### src/rtl/qwspwm_pkg.sv
// ============================================================================
// qwspwm_pkg - shared types and constants of the quarter-wave SPWM sequencer
// Holds the field widths, register indexes, CORDIC constants and the
// sequencer state type.
// ============================================================================
package qwspwm_pkg;

  // Field widths of the configuration and result words.
  localparam int FREQ_W = 10;
  localparam int AMP_W  = 7;
  localparam int CMP_W  = 9;
  localparam int QTR_W  = 2;

  // Configuration register indexes.
  localparam logic REG_FREQ_HZ       = 1'b0;
  localparam logic REG_AMPLITUDE_PCT = 1'b1;

  // Accepted configuration ranges and reset values.
  localparam int FREQ_MIN   = 100;
  localparam int FREQ_MAX   = 1000;
  localparam int FREQ_RESET = 100;
  localparam int AMP_MAX    = 99;

  // Phase scale: 65536 stands for a quarter turn.
  localparam int PHASE_FRAC = 16;
  localparam int PHASE_W    = PHASE_FRAC + 1;

  // CORDIC datapath.
  localparam int CORDIC_STEPS = 16;
  localparam int STEP_W       = $clog2(CORDIC_STEPS);
  localparam int CORDIC_XW    = 18;
  localparam int CORDIC_ZW    = 19;
  localparam int CORDIC_X0    = 19899;
  localparam int SINE_W       = 16;
  localparam int SINE_FULL    = 32768;

  localparam logic [15:0] ATAN_TABLE [CORDIC_STEPS] = '{
    16'd32768, 16'd19344, 16'd10221, 16'd5188, 16'd2604, 16'd1303, 16'd652, 16'd326,
    16'd163,   16'd81,    16'd41,    16'd20,   16'd10,   16'd5,    16'd3,   16'd1
  };

  // Amplitude scaling: sample = floor(amp * 18 * sine / 2^15 / 5).
  localparam int AMP18_W     = 11;
  localparam int PROD_W      = AMP18_W + SINE_W;
  localparam int Q15_SHIFT   = 15;
  localparam int T_W         = PROD_W - Q15_SHIFT;
  localparam int DIV5_RECIP  = 13108;
  localparam int DIV5_SHIFT  = 16;
  localparam int RECIP_W     = 14;
  localparam int SCALED_W    = T_W + RECIP_W;

  typedef enum logic [2:0] {
    ST_IDLE,
    ST_NDIV,
    ST_PDIV,
    ST_CORDIC,
    ST_MUL,
    ST_SCALE,
    ST_OUT
  } seq_state_t;

endpackage

### src/rtl/qwspwm_divider.sv
// ============================================================================
// qwspwm_divider - shared restoring divider
// Produces one quotient bit per cycle; serves both the points-per-quarter
// computation and the phase computation.
// ============================================================================
module qwspwm_divider #(
  parameter int DW = 24,
  parameter int VW = 10
) (
  input  logic          clk,
  input  logic          rst,
  input  logic          start,
  input  logic [DW-1:0] dividend,
  input  logic [VW-1:0] divisor,
  output logic          done,
  output logic [DW-1:0] quotient
);

  localparam int CW = $clog2(DW + 1);

  logic [VW-1:0] rem;
  logic [VW-1:0] dsr;
  logic [DW-1:0] quo;
  logic [CW-1:0] cnt;
  logic          busy;
  logic [VW:0]   trial;
  logic          fits;

  assign trial = {rem, quo[DW-1]};
  assign fits  = (trial >= {1'b0, dsr});

  always_ff @(posedge clk) begin
    if (rst) begin
      busy <= 1'b0;
      done <= 1'b0;
      cnt  <= '0;
    end else begin
      done <= 1'b0;
      if (start) begin
        busy <= 1'b1;
        cnt  <= CW'(DW);
      end else if (busy) begin
        cnt <= cnt - 1'b1;
        if (cnt == CW'(1)) begin
          busy <= 1'b0;
          done <= 1'b1;
        end
      end
    end
  end

  always_ff @(posedge clk) begin
    if (start) begin
      quo <= dividend;
      rem <= '0;
      dsr <= divisor;
    end else if (busy) begin
      rem <= fits ? VW'(trial - {1'b0, dsr}) : trial[VW-1:0];
      quo <= {quo[DW-2:0], fits};
    end
  end

  assign quotient = quo;

endmodule

### src/rtl/qwspwm_cordic.sv
// ============================================================================
// qwspwm_cordic - iterative rotation-mode CORDIC sine
// One micro-rotation per cycle over sixteen steps; result clamped to the
// Q1.15 range 0 to 1.0.
// ============================================================================
module qwspwm_cordic import qwspwm_pkg::*; (
  input  logic               clk,
  input  logic               rst,
  input  logic               start,
  input  logic [PHASE_W-1:0] phase,
  output logic               done,
  output logic [SINE_W-1:0]  sine
);

  logic signed [CORDIC_XW-1:0] x;
  logic signed [CORDIC_XW-1:0] y;
  logic signed [CORDIC_XW-1:0] dx;
  logic signed [CORDIC_XW-1:0] dy;
  logic signed [CORDIC_ZW-1:0] z;
  logic signed [CORDIC_ZW-1:0] ang;
  logic [STEP_W-1:0]           step;
  logic                        busy;

  // Arithmetic right shifts floor negative values, as the sine scale expects.
  assign dx  = y >>> step;
  assign dy  = x >>> step;
  assign ang = signed'(CORDIC_ZW'(ATAN_TABLE[step]));

  always_ff @(posedge clk) begin
    if (rst) begin
      busy <= 1'b0;
      done <= 1'b0;
      step <= '0;
    end else begin
      done <= 1'b0;
      if (start) begin
        busy <= 1'b1;
        step <= '0;
      end else if (busy) begin
        step <= step + 1'b1;
        if (step == STEP_W'(CORDIC_STEPS - 1)) begin
          busy <= 1'b0;
          done <= 1'b1;
        end
      end
    end
  end

  always_ff @(posedge clk) begin
    if (start) begin
      x <= CORDIC_XW'(CORDIC_X0);
      y <= '0;
      z <= signed'(CORDIC_ZW'(phase));
    end else if (busy) begin
      if (!z[CORDIC_ZW-1]) begin
        x <= x - dx;
        y <= y + dy;
        z <= z - ang;
      end else begin
        x <= x + dx;
        y <= y - dy;
        z <= z + ang;
      end
    end
  end

  always_comb begin
    if (y[CORDIC_XW-1]) begin
      sine = '0;
    end else if (y > signed'(CORDIC_XW'(SINE_FULL))) begin
      sine = SINE_W'(SINE_FULL);
    end else begin
      sine = y[SINE_W-1:0];
    end
  end

endmodule

### src/rtl/quarter_wave_spwm_sequencer_unit.sv
// ============================================================================
// quarter_wave_spwm_sequencer_unit - quarter-wave sine PWM compare sequencer
// Steps a four-quarter sine PWM sequence by one point per timer tick and
// returns the compare values of both half-bridge channels.
// ============================================================================
// Each input word carries one update_event flag and yields exactly one result
// word. A word with update_event set computes the next sine point: the phase
// k/N is formed in a shared bit-serial divider, the sine comes from a
// sixteen-step CORDIC, and two registered multiplies scale it by
// amplitude_pct*360/100. Such a word presents its result once the divider,
// the CORDIC loop and both multiplies have run in turn; a word without the
// tick presents the held compares in the cycle right after acceptance. The
// block handles one word at a time: in_ready is low from acceptance until
// the result word has been taken. Writing freq_hz while idle starts a
// points-per-quarter division during which no input word is accepted; a
// freq_hz write in the same cycle as an offered input word takes precedence.
// Writes outside the legal ranges are ignored. Channel A (high_side_compare)
// carries the first half-wave and channel B (low_side_compare) the second;
// quarter reports the quarter as it stood before the word was applied.
// ============================================================================
module quarter_wave_spwm_sequencer_unit import qwspwm_pkg::*; #(
  parameter int TICK_RATE_HZ       = 40000,
  parameter int MAX_QUARTER_POINTS = 128
) (
  input  logic              clk,
  input  logic              rst,
  // Configuration write port.
  input  logic              cfg_write,
  input  logic              cfg_index,
  input  logic [FREQ_W-1:0] cfg_data,
  // Input channel.
  input  logic              in_valid,
  output logic              in_ready,
  input  logic              update_event,
  // Result channel.
  output logic              out_valid,
  input  logic              out_ready,
  output logic [CMP_W-1:0]  high_side_compare,
  output logic [CMP_W-1:0]  low_side_compare,
  output logic [QTR_W-1:0]  quarter
);

  // Point counters and N hold values up to MAX_QUARTER_POINTS.
  localparam int PW      = $clog2(MAX_QUARTER_POINTS + 1);
  localparam int TW      = $clog2(TICK_RATE_HZ + 1);
  localparam int DW      = (PW + PHASE_FRAC > TW) ? PW + PHASE_FRAC : TW;
  localparam int VW      = (PW > FREQ_W) ? PW : FREQ_W;
  localparam int RAW_N   = (TICK_RATE_HZ / FREQ_RESET) / 4;
  localparam int RESET_N = (RAW_N > MAX_QUARTER_POINTS) ? MAX_QUARTER_POINTS :
                           ((RAW_N < 1) ? 1 : RAW_N);

  seq_state_t state;
  seq_state_t state_next;

  // Sequence state.
  logic [QTR_W-1:0]  quarter_index;
  logic [PW-1:0]     point_index;
  logic [PW-1:0]     points_per_quarter;
  logic [CMP_W-1:0]  held_high_compare;
  logic [CMP_W-1:0]  held_low_compare;
  logic [AMP_W-1:0]  amplitude_pct;

  // Per-word working registers.
  logic [QTR_W-1:0]  q_hold;
  logic [PW-1:0]     j_hold;
  logic [PROD_W-1:0] prod;
  logic [CMP_W-1:0]  sample;

  // Decoded configuration writes.
  logic freq_write;
  logic amp_write;

  // Point selection.
  logic [PW-1:0] j_sel;
  logic [PW-1:0] k_sel;

  // Shared divider and CORDIC hookup.
  logic          div_start;
  logic [DW-1:0] div_dividend;
  logic [VW-1:0] div_divisor;
  logic          div_done;
  logic [DW-1:0] div_quotient;
  logic          cordic_start;
  logic          cordic_done;
  logic [SINE_W-1:0] sine;

  // Scaling and N clamp.
  logic [AMP18_W-1:0]  amp18;
  logic [T_W-1:0]      prod_t;
  logic [SCALED_W-1:0] scaled;
  logic [DW-3:0]       n_raw;
  logic [PW-1:0]       n_new;
  logic                in_accept;
  logic                last_point;

  assign freq_write = cfg_write && (cfg_index == REG_FREQ_HZ) &&
                      (cfg_data >= FREQ_W'(FREQ_MIN)) && (cfg_data <= FREQ_W'(FREQ_MAX));
  assign amp_write  = cfg_write && (cfg_index == REG_AMPLITUDE_PCT) &&
                      (cfg_data <= FREQ_W'(AMP_MAX));

  assign in_ready  = (state == ST_IDLE) && !freq_write;
  assign in_accept = in_valid && in_ready;
  assign out_valid = (state == ST_OUT);

  // After a frequency change the point index may sit past the new N; the
  // tick then plays the last point of the quarter.
  assign j_sel = (point_index >= points_per_quarter) ? points_per_quarter - 1'b1
                                                     : point_index;
  // Odd quarters run the sine backward from N down to 1.
  assign k_sel = quarter_index[0] ? points_per_quarter - j_sel : j_sel;

  assign div_dividend = freq_write ? DW'(TICK_RATE_HZ) : DW'({k_sel, {PHASE_FRAC{1'b0}}});
  assign div_divisor  = freq_write ? VW'(cfg_data) : VW'(points_per_quarter);

  // N = floor(floor(tick/f)/4), held to the range 1..MAX_QUARTER_POINTS.
  assign n_raw = div_quotient[DW-1:2];
  always_comb begin
    if (n_raw > (DW-2)'(MAX_QUARTER_POINTS)) begin
      n_new = PW'(MAX_QUARTER_POINTS);
    end else if (n_raw == '0) begin
      n_new = PW'(1);
    end else begin
      n_new = n_raw[PW-1:0];
    end
  end

  // amp*18 by shift and add; division by 5 as a reciprocal multiply.
  assign amp18  = {amplitude_pct, 4'b0} + AMP18_W'({amplitude_pct, 1'b0});
  assign prod_t = prod[PROD_W-1:Q15_SHIFT];
  assign scaled = prod_t * RECIP_W'(DIV5_RECIP);
  assign sample = scaled[DIV5_SHIFT +: CMP_W];

  assign last_point = ({1'b0, j_hold} + 1'b1) >= {1'b0, points_per_quarter};

  qwspwm_divider #(
    .DW (DW),
    .VW (VW)
  ) u_divider (
    .clk      (clk),
    .rst      (rst),
    .start    (div_start),
    .dividend (div_dividend),
    .divisor  (div_divisor),
    .done     (div_done),
    .quotient (div_quotient)
  );

  qwspwm_cordic u_cordic (
    .clk   (clk),
    .rst   (rst),
    .start (cordic_start),
    .phase (div_quotient[PHASE_W-1:0]),
    .done  (cordic_done),
    .sine  (sine)
  );

  always_ff @(posedge clk) begin
    if (rst) begin
      state <= ST_IDLE;
    end else begin
      state <= state_next;
    end
  end

  always_comb begin
    state_next   = state;
    div_start    = 1'b0;
    cordic_start = 1'b0;
    unique case (state)
      ST_IDLE: begin
        if (freq_write) begin
          div_start  = 1'b1;
          state_next = ST_NDIV;
        end else if (in_valid) begin
          if (update_event) begin
            div_start  = 1'b1;
            state_next = ST_PDIV;
          end else begin
            state_next = ST_OUT;
          end
        end
      end
      ST_NDIV: begin
        // A second frequency write restarts the division.
        if (freq_write) begin
          div_start = 1'b1;
        end else if (div_done) begin
          state_next = ST_IDLE;
        end
      end
      ST_PDIV: begin
        if (div_done) begin
          cordic_start = 1'b1;
          state_next   = ST_CORDIC;
        end
      end
      ST_CORDIC: begin
        if (cordic_done) begin
          state_next = ST_MUL;
        end
      end
      ST_MUL: begin
        state_next = ST_SCALE;
      end
      ST_SCALE: begin
        state_next = ST_OUT;
      end
      ST_OUT: begin
        if (out_ready) begin
          state_next = ST_IDLE;
        end
      end
      default: begin
        state_next = ST_IDLE;
      end
    endcase
  end

  // Control and sequence state.
  always_ff @(posedge clk) begin
    if (rst) begin
      quarter_index      <= '0;
      point_index        <= '0;
      points_per_quarter <= PW'(RESET_N);
      held_high_compare  <= '0;
      held_low_compare   <= '0;
      amplitude_pct      <= '0;
    end else begin
      if (amp_write) begin
        amplitude_pct <= cfg_data[AMP_W-1:0];
      end
      if ((state == ST_NDIV) && div_done && !freq_write) begin
        points_per_quarter <= n_new;
      end
      if (state == ST_SCALE) begin
        if (!q_hold[1]) begin
          held_high_compare <= sample;
          held_low_compare  <= '0;
        end else begin
          held_high_compare <= '0;
          held_low_compare  <= sample;
        end
        if (last_point) begin
          point_index   <= '0;
          quarter_index <= q_hold + 1'b1;
        end else begin
          point_index <= j_hold + 1'b1;
        end
      end
    end
  end

  // Working registers.
  always_ff @(posedge clk) begin
    if (in_accept) begin
      q_hold <= quarter_index;
      j_hold <= j_sel;
    end
    if (state == ST_MUL) begin
      prod <= amp18 * sine;
    end
  end

  assign high_side_compare = held_high_compare;
  assign low_side_compare  = held_low_compare;
  assign quarter           = q_hold;

`ifndef SYNTHESIS
  // Only one channel carries a nonzero compare at a time.
  a_one_channel: assert property (@(posedge clk) disable iff (rst)
    !((held_high_compare != '0) && (held_low_compare != '0)))
    else $error("both channels hold nonzero compares");

  // N always stays within 1..MAX_QUARTER_POINTS.
  a_n_range: assert property (@(posedge clk) disable iff (rst)
    (points_per_quarter != '0) && (points_per_quarter <= PW'(MAX_QUARTER_POINTS)))
    else $error("points per quarter out of range");

  // The scaled sample never exceeds the 99 percent peak.
  a_cmp_range: assert property (@(posedge clk) disable iff (rst)
    (held_high_compare <= CMP_W'(356)) && (held_low_compare <= CMP_W'(356)))
    else $error("compare value above peak");

  // No new word is taken while a result waits.
  a_one_word: assert property (@(posedge clk) disable iff (rst)
    out_valid |-> !in_ready)
    else $error("input accepted while a result is pending");

  // The sequence only advances on a computed tick.
  a_hold: assert property (@(posedge clk) disable iff (rst)
    ($past(state) != ST_SCALE) && !$past(rst) |-> $stable(quarter_index))
    else $error("quarter changed outside a tick update");
`endif

endmodule
### config.mk
export PLATFORM = sky130hd
export DESIGN_NAME = quarter_wave_spwm_sequencer_unit
export DESIGN_NICKNAME = d
export VERILOG_FILES = /design/src/rtl/qwspwm_pkg.sv /design/src/rtl/qwspwm_divider.sv /design/src/rtl/qwspwm_cordic.sv /design/src/rtl/quarter_wave_spwm_sequencer_unit.sv
export SDC_FILE = /design/constraint.sdc
export NUM_CORES = 1
export LEC_CHECK = 0
export BUFFER_PORTS_ARGS = -buffer_cell sky130_fd_sc_hd__clkbuf_2
export CAP_MARGIN = 0
export CORE_MARGIN = 2
export CORE_UTILIZATION = 55
export CTS_CLUSTER_DIAMETER = 30
export CTS_CLUSTER_SIZE = 16
export DETAILED_ROUTE_END_ITERATION = 8
export HOLD_SLACK_MARGIN = 0.15
export PLACE_DENSITY = 0.71
export RECOVER_POWER = 50
export SETUP_SLACK_MARGIN = 0.4
export SLEW_MARGIN = 20
export SYNTH_ARGS = -nofsm -noshare
export SYNTH_HDL_FRONTEND = slang
export SYNTH_SLANG_ARGS = --single-unit
export TNS_END_PERCENT = 50
### constraint.sdc
create_clock -name clk -period 22.1 [get_ports clk]
set_input_delay 1.105 -clock clk [delete_from_list [all_inputs] [get_ports clk]]
set_output_delay 1.105 -clock clk [all_outputs]
set_load 0.01 [all_outputs]
=== Yosys cells after proc, flatten, opt, wreduce, memory -nomap -nowiden ===
Memories as Yosys holds them, arrays and structs flattened.
Index checks and enable logic that the tools add are counted.

* Word-level logic and storage cells: 139
* Register bits: 195
* Bits in read-only memories: 256
* Memories kept: 1
* Bits of input ports: 17

* $mul: 2
* Add/subtract/negate cells: 15
* $lt $le $gt $ge: 9
* Muxes and demuxes: 47
* Reduce and logical (&&, ||, !) cells: 20
* Bitwise gates (word level): 4
* Equal/unequal tests: 14
* Shift operators: 2

{| class="wikitable"
|+ Memories
! memory !! depth !! bits a word !! rd ports !! clocked after memory_dff !! wr ports !! line !! source
|-
| (no name shown) || 16 || 16 || 1 || 0 || 0 || qwspwm_cordic.sv:27 || <nowiki>assign ang = signed'(CORDIC_ZW'(ATAN_TABLE[step]));</nowiki>
|}

{| class="wikitable"
|+ Operators by type and width
! operator !! count
|-
| $mux 24 || 3
|-
| $mux 16 || 4
|-
| $mux 8 || 6
|-
| $add 18x18->18 || 2
|-
| $mux 18 || 2
|-
| $sshr 18x4->18 || 2
|-
| $sub 18x18->18 || 2
|-
| $mux 17 || 2
|-
| $mul 11x16->27 || 1
|-
| $mux 3 || 8
|-
| $mul 12x12->23 const B || 1
|-
| $gt 22x8->1 const B || 1
|-
| $logic_not 22->1 || 1
|-
| $pmux 3 s7 || 1
|-
| $add 19x17->19 || 1
|-
| $mux 19 || 1
|-
| $sub 19x17->19 || 1
|-
| $gt 18x17->1 const B || 1
|-
| $mux 9 || 2
|-
| $mux 1 || 14
|-
| $add 11x8->11 || 1
|-
| $ge 11x10->1 || 1
|-
| $ge 10x7->1 const B || 1
|-
| $le 10x10->1 const B || 1
|-
| 33 further kinds || 53
|}

=== Depth between registers and ports, before layout ===
Gate-level depths: netlist of the first run.

* Word-level depth: 8
* Mapped depth: 28
* Depth with buffers taken out: 27

=== By module ===
A second synthesis of the first run with hierarchy kept.

* Cell total of the unflattened synthesis: 2436
* Area total of the unflattened synthesis: 22008.6 um^2

{| class="wikitable"
|+ Modules (own cells, without submodules)
! module !! cells each !! area an instance (um^2) !! seq. area each (um^2) !! instances
|-
| quarter_wave_spwm_sequencer_unit || 1241 || 11398.4 || 1581.5 || 1
|-
| qwspwm_cordic || 972 || 7987.7 || 1391.3 || 1
|-
| qwspwm_divider || 223 || 2622.5 || 1361.3 || 1
|}

=== Least setup slack after synthesis of the first run ===
No wires, ideal clock.

* Path kind: reg-to-reg
* Start: register amplitude_pct[0]
* End: register prod[24] (data pin)
* Arrival: 7.058 ns
* Setup slack: 14.780 ns
* Library setup time: 0.262 ns
* Buffers on the path: 0
* Cell stages (with the launch flop): 26
* Period minus slack after synthesis: 7.320 ns
* Path through: dfxtp_1 > ha_1 > fa_1 > a21o_1 > a21oi_1 > nor2_1 > xnor2_1 > nor2_1 > fa_1 > fa_1 > fa_1 > fa_1 > inv_1 > fa_1 > inv_1 > ha_1 > a21o_1 > a21oi_1 > o21ai_0 > o31a_1 > o211a_1 > o21a_1 > o21a_1 > o41ai_1 > o21bai_1 > xor2_1

* Cells in the longest elaborated chain, start to end: 2

{| class="wikitable"
|+ Ends and longest elaborated chain
! what !! line !! source
|-
| start: declaration || quarter_wave_spwm_sequencer_unit.sv:61 || <nowiki>logic [AMP_W-1:0] amplitude_pct;</nowiki>
|-
| start signal: assignment || quarter_wave_spwm_sequencer_unit.sv:230 || <nowiki>amplitude_pct <= cfg_data[AMP_W-1:0];</nowiki>
|-
| $add 11x8->11 || quarter_wave_spwm_sequencer_unit.sv:128 || <nowiki>assign amp18 = {amplitude_pct, 4'b0} + AMP18_W'({amplitude_pct, 1'b0});</nowiki>
|-
| $mul 11x16->27 || quarter_wave_spwm_sequencer_unit.sv:260 || <nowiki>prod <= amp18 * sine;</nowiki>
|-
| end signal: assignment || quarter_wave_spwm_sequencer_unit.sv:260 ||
|-
| end: declaration || quarter_wave_spwm_sequencer_unit.sv:66 || <nowiki>logic [PROD_W-1:0] prod;</nowiki>
|}

No other way between the ends.
A chain may end at the register's enable or synchronous reset.

=== Worst setup path in the final report of the first run ===
* Start: register u_cordic.step[0]
* End: register u_cordic.z[18]

* Cells in the longest elaborated chain, start to end: 6
* Elaborated cells between the ends (all ways): 7
* Classes of those cells: 2 x add/sub; 3 x mux; 1 x bitwise; 1 x memory

{| class="wikitable"
|+ Ends and longest elaborated chain
! what !! line !! source
|-
| start: declaration || qwspwm_cordic.sv:21 || <nowiki>logic [STEP_W-1:0] step;</nowiki>
|-
| start signal: assignment || qwspwm_cordic.sv:40 || <nowiki>step <= step + 1'b1;</nowiki>
|-
| $not 4->5 (not written as such) * || qwspwm_cordic.sv:27 ||
|-
| $mem_v2 16x16 * || n/a ||
|-
| $mux 16 (not written as such) * (2 in series) || qwspwm_cordic.sv:27 ||
|-
| $sub 19x17->19 / $add 19x17->19 (equally long branches) || qwspwm_cordic.sv:58, qwspwm_cordic.sv:62 ||
|-
| $mux 19 * || qwspwm_cordic.sv:55 || <nowiki>if (!z[CORDIC_ZW-1]) begin</nowiki>
|-
| end signal: assignment || qwspwm_cordic.sv:53 || <nowiki>z <= signed'(CORDIC_ZW'(phase));</nowiki>
|-
| end signal: assignment || qwspwm_cordic.sv:58 || <nowiki>z <= z - ang;</nowiki>
|-
| end signal: assignment || qwspwm_cordic.sv:62 || <nowiki>z <= z + ang;</nowiki>
|-
| end: declaration || qwspwm_cordic.sv:19 || <nowiki>logic signed [CORDIC_ZW-1:0] z;</nowiki>
|}

Every way passes the cells marked *; elsewhere a longest branch is shown, timed or not. The select of a mux whose other input is x is not followed.

==> results of run 1 <==
worst paths after layout:
kind	slack, ns	start	cells past startpoint	to
min	0.46	quarter_index[1]	0	quarter[1]
max reg2reg	13.58	u_cordic.step[0]	21	u_cordic.z[18]
min reg2reg	0.46	quarter_index[1]	0	quarter[1]
max	13.58	u_cordic.step[0]	21	u_cordic.z[18]
metal layers:
metal	GRT usage	routed length (µm)	vias to the layer above
met5	0	0	-
met4	0.0849	1530	0
met3	0.0447	2860	98
met2	0.427	24000	495
met1	0.347	22700	8290
li1	-	-	8130
cell usage in the layout, fill, tap and decap left out, drive strengths merged, types with 43 or more instances in the layout:
master / synthesis / routed
a21oi: 114 / 114
clkbuf: 81 / 61
dfxtp: 107 / 107
edfxtp: 73 / 73
fa: 154 / 154
ha: 252 / 252
inv: 259 / 266
mux2i: 69 / 69
nand2: 219 / 219
nand3: 43 / 43
nor2: 230 / 230
nor3: 50 / 50
o21ai: 90 / 90
xnor2: 93 / 93
xor2: 56 / 56
logic make-up after synthesis:
| kind of cell | count (synthesis) | synth area share |
|---|---|---|
| AO/OA/AOI/OAI | 405 | 0.123 |
| XOR/XNOR | 149 | 0.0616 |
| adder cells (fa/ha/maj) | 406 | 0.294 |
| buffers and inverters | 371 | 0.0685 |
| flip-flops | 180 | 0.204 |
| multiplexers | 134 | 0.0850 |
| AND/OR/NAND/NOR | 738 | 0.163 |
registers in the layout, indices dropped and copies added (netlist names), 4 cells and up:
register            cells
amplitude_pct           7
high_side_compare       9
j_hold                  8
low_side_compare        9
point_index             8
points_per_quarter      8
prod                   12
u_cordic.step           4
u_cordic.x             18
u_cordic.y             18
u_cordic.z             19
u_divider.cnt           5
u_divider.dsr          10
u_divider.quotient     24
u_divider.rem          10
per-stage QoR:
step	power [mW]	setup slack (ns)	utilization	hold WS, ns
after floorplan	2.01	14.78	-	0.402
after global placement	2.38	14.12	0.573	0.412
after detailed placement	2.46	13.86	0.573	0.409
after CTS	2.80	13.84	0.589	0.450
after global routing	3.07	12.66	0.587	0.471
final	2.79	13.58	0.587	0.457
report_power, final:
group	switching (mW)	internal (mW)	leakage, nW	total [mW]
clock	0.152	0.171	0.292	0.323
combinational	1.05	0.809	8.28	1.86
sequential	0.163	0.450	1.57	0.613
total	1.36	1.43	10.1	2.79
layout make-up:
| type | instances | area share |
|---|---|---|
| clock inverter | 14 | 0.00754 |
| timing repair buffer | 52 | 0.0112 |
| tap | 511 | 0.0288 |
| sequential | 180 | 0.195 |
| clock buffer | 18 | 0.0193 |
| inverter | 261 | 0.0441 |
| multi-input combinational | 1832 | 0.694 |
==> results_dict.tcl, run 1 <==
set metrics [dict create \
    status "complete, but fails checks" \
    violations "capacitance limit, slew limit" \
    yosys.area.top_type_share 0.149 \
    grt_overflow_total 0 \
    setup_viol 0 \
    dp_cells 2836 \
    syn_area_per_cell_um2 8.89 \
    fmaxAchievable_ghz 0.117 \
    crit_path_cell_trace "clkbuf_1, inv_1, ha_1, nand2_1, nand3_1, o21ai_0, inv_1, ha_1, nor2_1, a21oi_1, fa_1, a21o_1, a21oi_1, nor2_1, o31ai_1, o21ai_0, o41a_1, a41o_1, o311a_1, o221a_2, a2111oi_0" \
    htreeDepth 4 \
    cp-end-kind "register" \
    ys_types 78 \
    ant_nets 0 \
    drtIter0Drc 1299 \
    synth_edf_count 73 \
    antenna_found_initial 0 \
    cts_tree "yes" \
    fin_nets 2767 \
    diodes 0 \
    hold_viol 0 \
    netlist_instances 2383 \
    worstPathMaxFanout 49 \
    critical_path.top_delay_family "buffers and inverters" \
    synth_top_cell_by_area "ha_1" \
    relSlewSlack -1.08 \
    path_buf_inv 3 \
    fin_tns_setup_ns 0 \
    yosysWarnings 0 \
    io-pin-count 39 \
    postCtsSetupBuffers 0 \
    regArea_um2 4340 \
    fin_crit_ns 8.52 \
    placed_area_um2 21700 \
    yosys-top-cells-area "ha_1, fa_1, edfxtp_1" \
    peakVddDrop_uv 146 \
    yosysMostFrequentCell "inv_1" \
    critical-path-max-stage-delay_ns 2.18 \
    routedWlPerCell_um 17.8 \
    drive_above_1_share 0.0577 \
    p_leak_nw 10.1 \
    synth_common_cells "inv_1, ha_1, nor2_1, nand2_1, fa_1" \
    tightest_slew_ns 3.11 \
    drc_errors 0 \
    ctsResizeCount 0 \
    rsz0062_at_grt "false" \
    grt_util_all_layers 0.259 \
    power_density_nw_per_um2 126 \
    ys_seq_elements 180 \
    fp-row-count 71 \
    io_buffer_count 38 \
    syn_to_final_growth_pct 4.86 \
    stdcell_count 2868 \
    clock_latency_ns 0.46 \
    clock-sinks 180 \
    slew_viol_final 146 \
    wl_mm 51.1 \
    netlist_area_um2 21200 \
    stdcell_area_um2 22200 \
    holdBufCountCts 0 \
    max-clock-path-buffers 2 \
    grt_pass1_wl_mm 85.0 \
    synth_flop_cell "dfxtp_1" \
    maxCapViolCount 4 \
    critPathSlowestCell "clkbuf_1" \
    syn-num-nets 2806 \
    multi_input_area_um2 15400 \
    fillCellCount 3355 \
    start_kind "register" \
    dieArea_um2 40100 \
    fin_skew_ns 0.0133 \
    root_buffer "clkbuf_16" \
    gp_congestion 0.895 \
    dieWidth_um 200 \
    grt_max_degree 62 \
    drt_first_pass_iters 5 \
    path_class "reg2reg" \
    first_global_vias 17000 \
    hp-class "reg2reg" \
    crit_required_ns 22.43 \
    fp.dieH_um 200 \
    synth_seq_area_share 0.204 \
    vias 17000 \
    clkSlewWorstSetupHoldPaths_ns 0.08 \
    initial_utilization 0.560 \
    core_um2 37800 \
    cts_buffers 17 \
    viasPerCell 5.93 \
    critPathArrivalTime_ns 8.85 \
    fin_crit_sh 0.386 \
    postSynth.asyncResetShare 0 \
    dp_hpwl_mm 39.1 \
]
Note: power is estimated with default switching activity, not from simulation.
==> inputs of run 2 (changes only) <==
--- a/config.mk
+++ b/config.mk
@@ -5,6 +5,7 @@
 export SDC_FILE = /design/constraint.sdc
 export NUM_CORES = 1
 export LEC_CHECK = 0
+export ABC_AREA = 1
 export BUFFER_PORTS_ARGS = -buffer_cell sky130_fd_sc_hd__clkbuf_2
 export CAP_MARGIN = 0
 export CORE_MARGIN = 2
==> constraint.sdc (replaced) <==
create_clock -name clk -period 8.2 [get_ports clk]
set_input_delay 0.41 -clock clk [delete_from_list [all_inputs] [get_ports clk]]
set_output_delay 0.41 -clock clk [all_outputs]
set_load 0.01 [all_outputs]
==> run 2 against run 1 <==
The flow still finishes with violations (capacitance limit, slew limit); combinational power grew to 2.8 times the previous value; clock-buffer cell count is 1 higher; largest cell class unchanged; clock power grew to 2.6 times the previous value; via count is 16% higher; critical path depth is 2 higher; first-iteration DRC count is 34% higher; sequential share of layout area is 0.41 points lower; routed wire length is 9.8% higher; core utilization is 0.17 points lower; critical endpoint is now prod[21].
==> results_dict.tcl, run 2 <==
set metrics [dict create \
    syn_area_per_cell_um2 7.28 \
    clock_power_share 0.112 \
    relSlewSlack -0.325 \
    synth_common_cells "nand2_1, inv_1, ha_1, nor2_1, a21oi_1" \
    synth_top_cell_by_area "ha_1" \
    mostFrequentLayoutCells "nand2_1, inv_1, ha_1" \
    violations "capacitance limit, slew limit" \
    fin_nets 3385 \
    p_int_mw 3.52 \
    fp.dieH_um 202 \
    combPwrFrac 0.690 \
    worstPathMaxFanout 16 \
    grt_max_degree 45 \
    drtIter0Drc 1745 \
    initial_utilization 0.557 \
    cp-end-kind "register" \
    clkSlewWorstSetupHoldPaths_ns 0.08 \
    grt_util_all_layers 0.281 \
    slew_viol_final 147 \
    ys_seq_elements 180 \
    fmaxAchievable_ghz 0.143 \
    layout_commonest_cell "nand2_1" \
    drc_errors 0 \
    yosysWarnings 0 \
    postSynth.asyncResetShare 0 \
    ys_types 59 \
    p_leak_nw 11.2 \
    grt_pass1_wl_mm 93.2 \
    tightest_slew_ns 1.99 \
    rsz0062_at_grt "false" \
    critical-path-max-stage-delay_ns 0.67 \
    status "complete, but fails checks" \
    antenna_found_initial 0 \
    synth-simple-area-share 0.238 \
    maxCapViolCount 4 \
    netlist_area_um2 21600 \
    root_buffer "clkbuf_16" \
    start_kind "register" \
    seq_power_share 0.198 \
    gp_congestion 0.928 \
    peakVddDrop_uv 332 \
    dieWidth_um 202 \
    synth_flop_cell "dfxtp_1" \
    max-clock-path-buffers 2 \
    netlist_instances 2964 \
    critPathSlowestCell "dfxtp_1" \
    yosys-top-cells-area "ha_1, fa_1, nand2_1" \
    yosys.area.top_type_share 0.146 \
    io_buffer_count 38 \
    clock-sinks 180 \
    viasPerCell 5.64 \
    synth_edf_count 73 \
    wl_mm 56.1 \
    drive_above_1_share 0.0387 \
    ant_nets 0 \
    crit_path_cell_trace "ha_1, a21oi_1, nand2_1, xor2_1, clkinv_1, nand2_1, fa_1, inv_1, fa_1, fa_1, fa_1, inv_1, fa_1, inv_1, ha_1, a21oi_1, inv_1, a21oi_1, inv_1, a221oi_1, o21a_1, o21ai_1, xor2_1" \
    synthMuxAreaShare 0 \
    clock_latency_ns 0.50 \
    core_um2 38700 \
    largest_reg_flops 24 \
    power_density_nw_per_um2 328 \
    io-pin-count 39 \
    synth_fa_ha_area_frac 0.289 \
    cts_buffers 17 \
    synth_xor_area_frac 0.0454 \
    total_power_mw 7.44 \
    synth_seq_area_share 0.201 \
    ctsResizeCount 0 \
    grt_overflow_total 0 \
    dieArea_um2 40800 \
    cts_tree "yes" \
    routedWlPerCell_um 16.1 \
    critPathArrivalTime_ns 7.24 \
    whs_ns 0.238 \
    diodes 0 \
    fillCellCount 3666 \
    path_class "reg2reg" \
    fin_tns_setup_ns 0 \
    hp-class "in2reg" \
    p_sw_mw 3.91 \
    htreeDepth 4 \
    fin_crit_ns 7.00 \
    first_global_vias 19100 \
    fin_crit_sh 0.853 \
    postCtsSetupBuffers 0 \
    vias 19700 \
    fp-row-count 72 \
    drt_first_pass_iters 6 \
    yosysMostFrequentCell "nand2_1" \
    synth_top_family_by_area "adder cells" \
    syn_to_final_growth_pct 5.10 \
    crit_required_ns 8.44 \
    fin_skew_ns 0.0209 \
    power_switching_share 0.526 \
    synth_compound_area_frac 0.121 \
    dp_hpwl_mm 45.1 \
    holdBufCountCts 0 \
    hold_viol 0 \
    syn-num-nets 3387 \
    setup_viol 0 \
]
run 2: logic make-up after synthesis:
logic type,after synthesis
AND/OR/NAND/NOR,1222
adder cells (fa/ha/maj),406
buffers and inverters,577
flip-flops,180
XOR/XNOR,112
AO/OA/AOI/OAI,467
run 2: layout make-up:
| class | instances | area (µm²) | share of cell area |
|---|---|---|---|
| clock buffers | 19 | 433 | 0.0191 |
| clock inverters | 13 | 135 | 0.00596 |
| inverters | 500 | 1880 | 0.0831 |
| multi-input cells | 2207 | 15000 | 0.660 |
| flip-flops and latches | 180 | 4330 | 0.191 |
| well taps | 518 | 648 | 0.0286 |
| repair buffers | 56 | 280 | 0.0124 |
run 2: worst max-delay path, delay by kind of cell (launching register included):
family / cells / cell delay [ns]
AO/OA/AOI/OAI: 6 / 1.04
XOR/XNOR: 2 / 0.77
adder cells (fa/ha/maj): 7 / 3.14
buffers and inverters: 6 / 0.82
flip-flops: 1 / 0.67
AND/OR/NAND/NOR: 2 / 0.32
run 2: metrics by stage:
stage	utilization	cells	cell area, µm²	worst slack, ns
2_1_floorplan	-	2964	21600	2.20
3_3_place_gp	0.572	3461	22200	1.52
3_5_place_dp	0.572	3461	22200	1.32
4_1_cts	0.587	3493	22700	1.31
5_1_grt	0.586	3493	22700	0.741
6_report	0.586	3493	22700	1.20
run 2: routing by layer:
layer / part of all wire / wire length, µm / global-route usage / up-vias
li1: - / - / - / 9592
met1: 0.45 / 25000 / 0.385 / 9318
met2: 0.46 / 25700 / 0.453 / 683
met3: 0.068 / 3830 / 0.0429 / 121
met4: 0.029 / 1620 / 0.104 / 0
met5: 0 / 0 / 0 / -
run 2: power groups by stage:
| stage | clock network, mW | registers, mW | logic (mW) |
|---|---|---|---|
| after floorplan | 0 | 1.38 | 4.02 |
| after detailed placement | 0 | 1.49 | 5.07 |
| after CTS | 0.847 | 1.47 | 5.12 |
| after global placement | 0 | 1.47 | 4.97 |
| after global routing | 0.876 | 1.51 | 5.91 |
| final | 0.831 | 1.47 | 5.13 |
run 2: worst paths after layout:
kind	from	endpoint	slack, ns	cells past startpoint
max	amplitude_pct[2]	prod[21]	1.20	23
min	out_ready	state[2]	0.24	4
max reg2reg	amplitude_pct[2]	prod[21]	1.20	23
min reg2reg	u_divider.rem[9]	u_divider.rem[9]	0.46	2
==> inputs of run 3 (changes only) <==
--- a/config.mk
+++ b/config.mk
@@ -14,7 +14,8 @@
 export CTS_CLUSTER_SIZE = 16
 export DETAILED_ROUTE_END_ITERATION = 8
 export HOLD_SLACK_MARGIN = 0.15
-export PLACE_DENSITY = 0.71
+export MAX_ROUTING_LAYER = met4
+export PLACE_DENSITY_LB_ADDON = 0.25
 export RECOVER_POWER = 50
 export SETUP_SLACK_MARGIN = 0.4
 export SLEW_MARGIN = 20
==> run 3 against run 2 <==
Clock-buffer cell count decreased by 1; via count down 1.2%; the run still ends with capacitance limit, slew limit left; highest routed layer unchanged; critical path depth up 2; power is 0.38% lower; sequential share of layout area is essentially flat; final cell count fell by 0.20%.
==> results_dict.tcl, run 3 (synthesis gave the netlist of run 2 again) <==
set metrics [dict create \
    dieArea_um2 40800 \
    r2r_start "amplitude_pct[2]" \
    gp_congestion 0.951 \
    grt_max_degree 45 \
    cp-end-kind "register" \
    maxCapViolCount 3 \
    first_global_vias 18800 \
    violations "capacitance limit, slew limit" \
    max-clock-path-buffers 2 \
    fin_skew_ns 0.0175 \
    p_leak_nw 11.2 \
    critPathArrivalTime_ns 7.31 \
    core_um2 38700 \
    initial_utilization 0.557 \
    mostFrequentLayoutCells "nand2_1, inv_1, ha_1" \
    dieWidth_um 202 \
    fin_tns_setup_ns 0 \
    path_class "reg2reg" \
    vias 19500 \
    clock-sinks 180 \
    startpoint "amplitude_pct[2]" \
    setup_viol 0 \
    min-delay-start "out_ready" \
    crit_required_ns 8.39 \
    layout_commonest_cell "nand2_1" \
    tightest_slew_ns 2.06 \
    status "complete, but fails checks" \
    io-pin-count 39 \
    power_density_nw_per_um2 327 \
    post-route-util 0.584 \
    hp-class "in2reg" \
    fin_nets 3377 \
    ctsResizeCount 0 \
    routedWlPerCell_um 15.7 \
    antenna_found_initial 0 \
    postCtsSetupBuffers 0 \
    drt_first_pass_iters 6 \
    htreeDepth 4 \
    cts_buffers 17 \
    drive_above_1_share 0.0371 \
    root_buffer "clkbuf_16" \
    slew_viol_final 117 \
    peakVddDrop_uv 297 \
    stdcell_area_um2 22600 \
    fp.dieH_um 202 \
    drc_errors 0 \
    io_buffer_count 38 \
    viasPerCell 5.59 \
    dp_hpwl_mm 43.8 \
    drtIter0Drc 1621 \
    largest_reg_flops 24 \
    grt_overflow_total 0 \
    clkSlewWorstSetupHoldPaths_ns 0.07 \
    ant_nets 0 \
    cts_tree "yes" \
    grt_pass1_wl_mm 90.8 \
    rsz0062_at_grt "false" \
    worstPathMaxFanout 16 \
    fin_crit_ns 7.12 \
    clock_latency_ns 0.46 \
    dp_cells 3453 \
    relSlewSlack -0.371 \
    holdBufCountCts 0 \
    fillCellCount 3676 \
    fp-row-count 72 \
    syn_to_final_growth_pct 4.88 \
    placed_area_um2 22100 \
    start_kind "register" \
    fin_crit_sh 0.868 \
    grt_util_all_layers 0.278 \
    hold_viol 0 \
    wl_mm 54.6 \
    fmaxAchievable_ghz 0.140 \
    stdcell_count 3486 \
]
run 3: cell types whose count changed in the layout (fill, tap and decap cells not counted), moves of 2 or more:
| cell | previous run | this run |
|---|---|---|
| buf_4 | 14 | 7 |
| clkbuf_1 | 30 | 28 |
| clkinv_1 | 3 | 5 |
| clkinvlp_4 | 3 | 1 |
| inv_6 | 3 | 5 |
| inv_8 | 5 | 3 |
run 3: cell type report:
cell class	instances	area, µm²	area share
tap	518	648	0.0286
clock buffer	18	429	0.0190
antenna	1	2.50	0.000111
multi-input combinational	2207	15000	0.661
inverter	500	1880	0.0832
sequential	180	4340	0.192
timing repair buffer	48	224	0.00989
clock inverter	14	141	0.00625
run 3: per-layer routing:
layer,track usage,wire length (µm)
met2,0.443,25000
met1,0.373,24900
met5,-,0
met4,0.0834,1250
met3,0.0335,3390
run 3: per-stage QoR:
stage	worst slack (ns)	hold slack, ns	power [mW]
after floorplan	2.20	0.409	5.39
after global placement	1.44	0.417	6.39
after detailed placement	1.22	0.437	6.52
after CTS	1.20	0.243	7.39
after global routing	0.747	0.274	8.26
final	1.08	0.255	7.41
run 3: path summary, 6_finish.rpt:
kind,slack [ns],endpoint,cells past startpoint
max,1.08,prod[21],25
min,0.25,state[2],4
max reg2reg,1.08,prod[21],25
min reg2reg,0.45,quarter[1],0
run 3: power breakdown:
| part | switching, mW | total, mW | internal [mW] |
|---|---|---|---|
| clock network | 0.406 | 0.834 | 0.428 |
| logic | 3.18 | 5.09 | 1.91 |
| registers | 0.267 | 1.48 | 1.21 |
run 3: critical path: stages (launching register included):
cell,delay (ns)
dfxtp_1,0.72
ha_1,0.40
a21oi_1,0.14
nand2_1,0.10
a21oi_1,0.14
nor2_1,0.06
xor2_1,0.80
inv_1,0.27
nand2_1,0.16
fa_1,0.49
fa_1,0.56
inv_1,0.06
fa_1,0.45
fa_1,0.52
inv_1,0.06
fa_1,0.53
inv_1,0.04
ha_1,0.31
nand2_1,0.11
inv_1,0.05
a21oi_1,0.17
inv_1,0.08
a221oi_1,0.26
o21a_1,0.15
o21ai_1,0.07
xor2_1,0.15
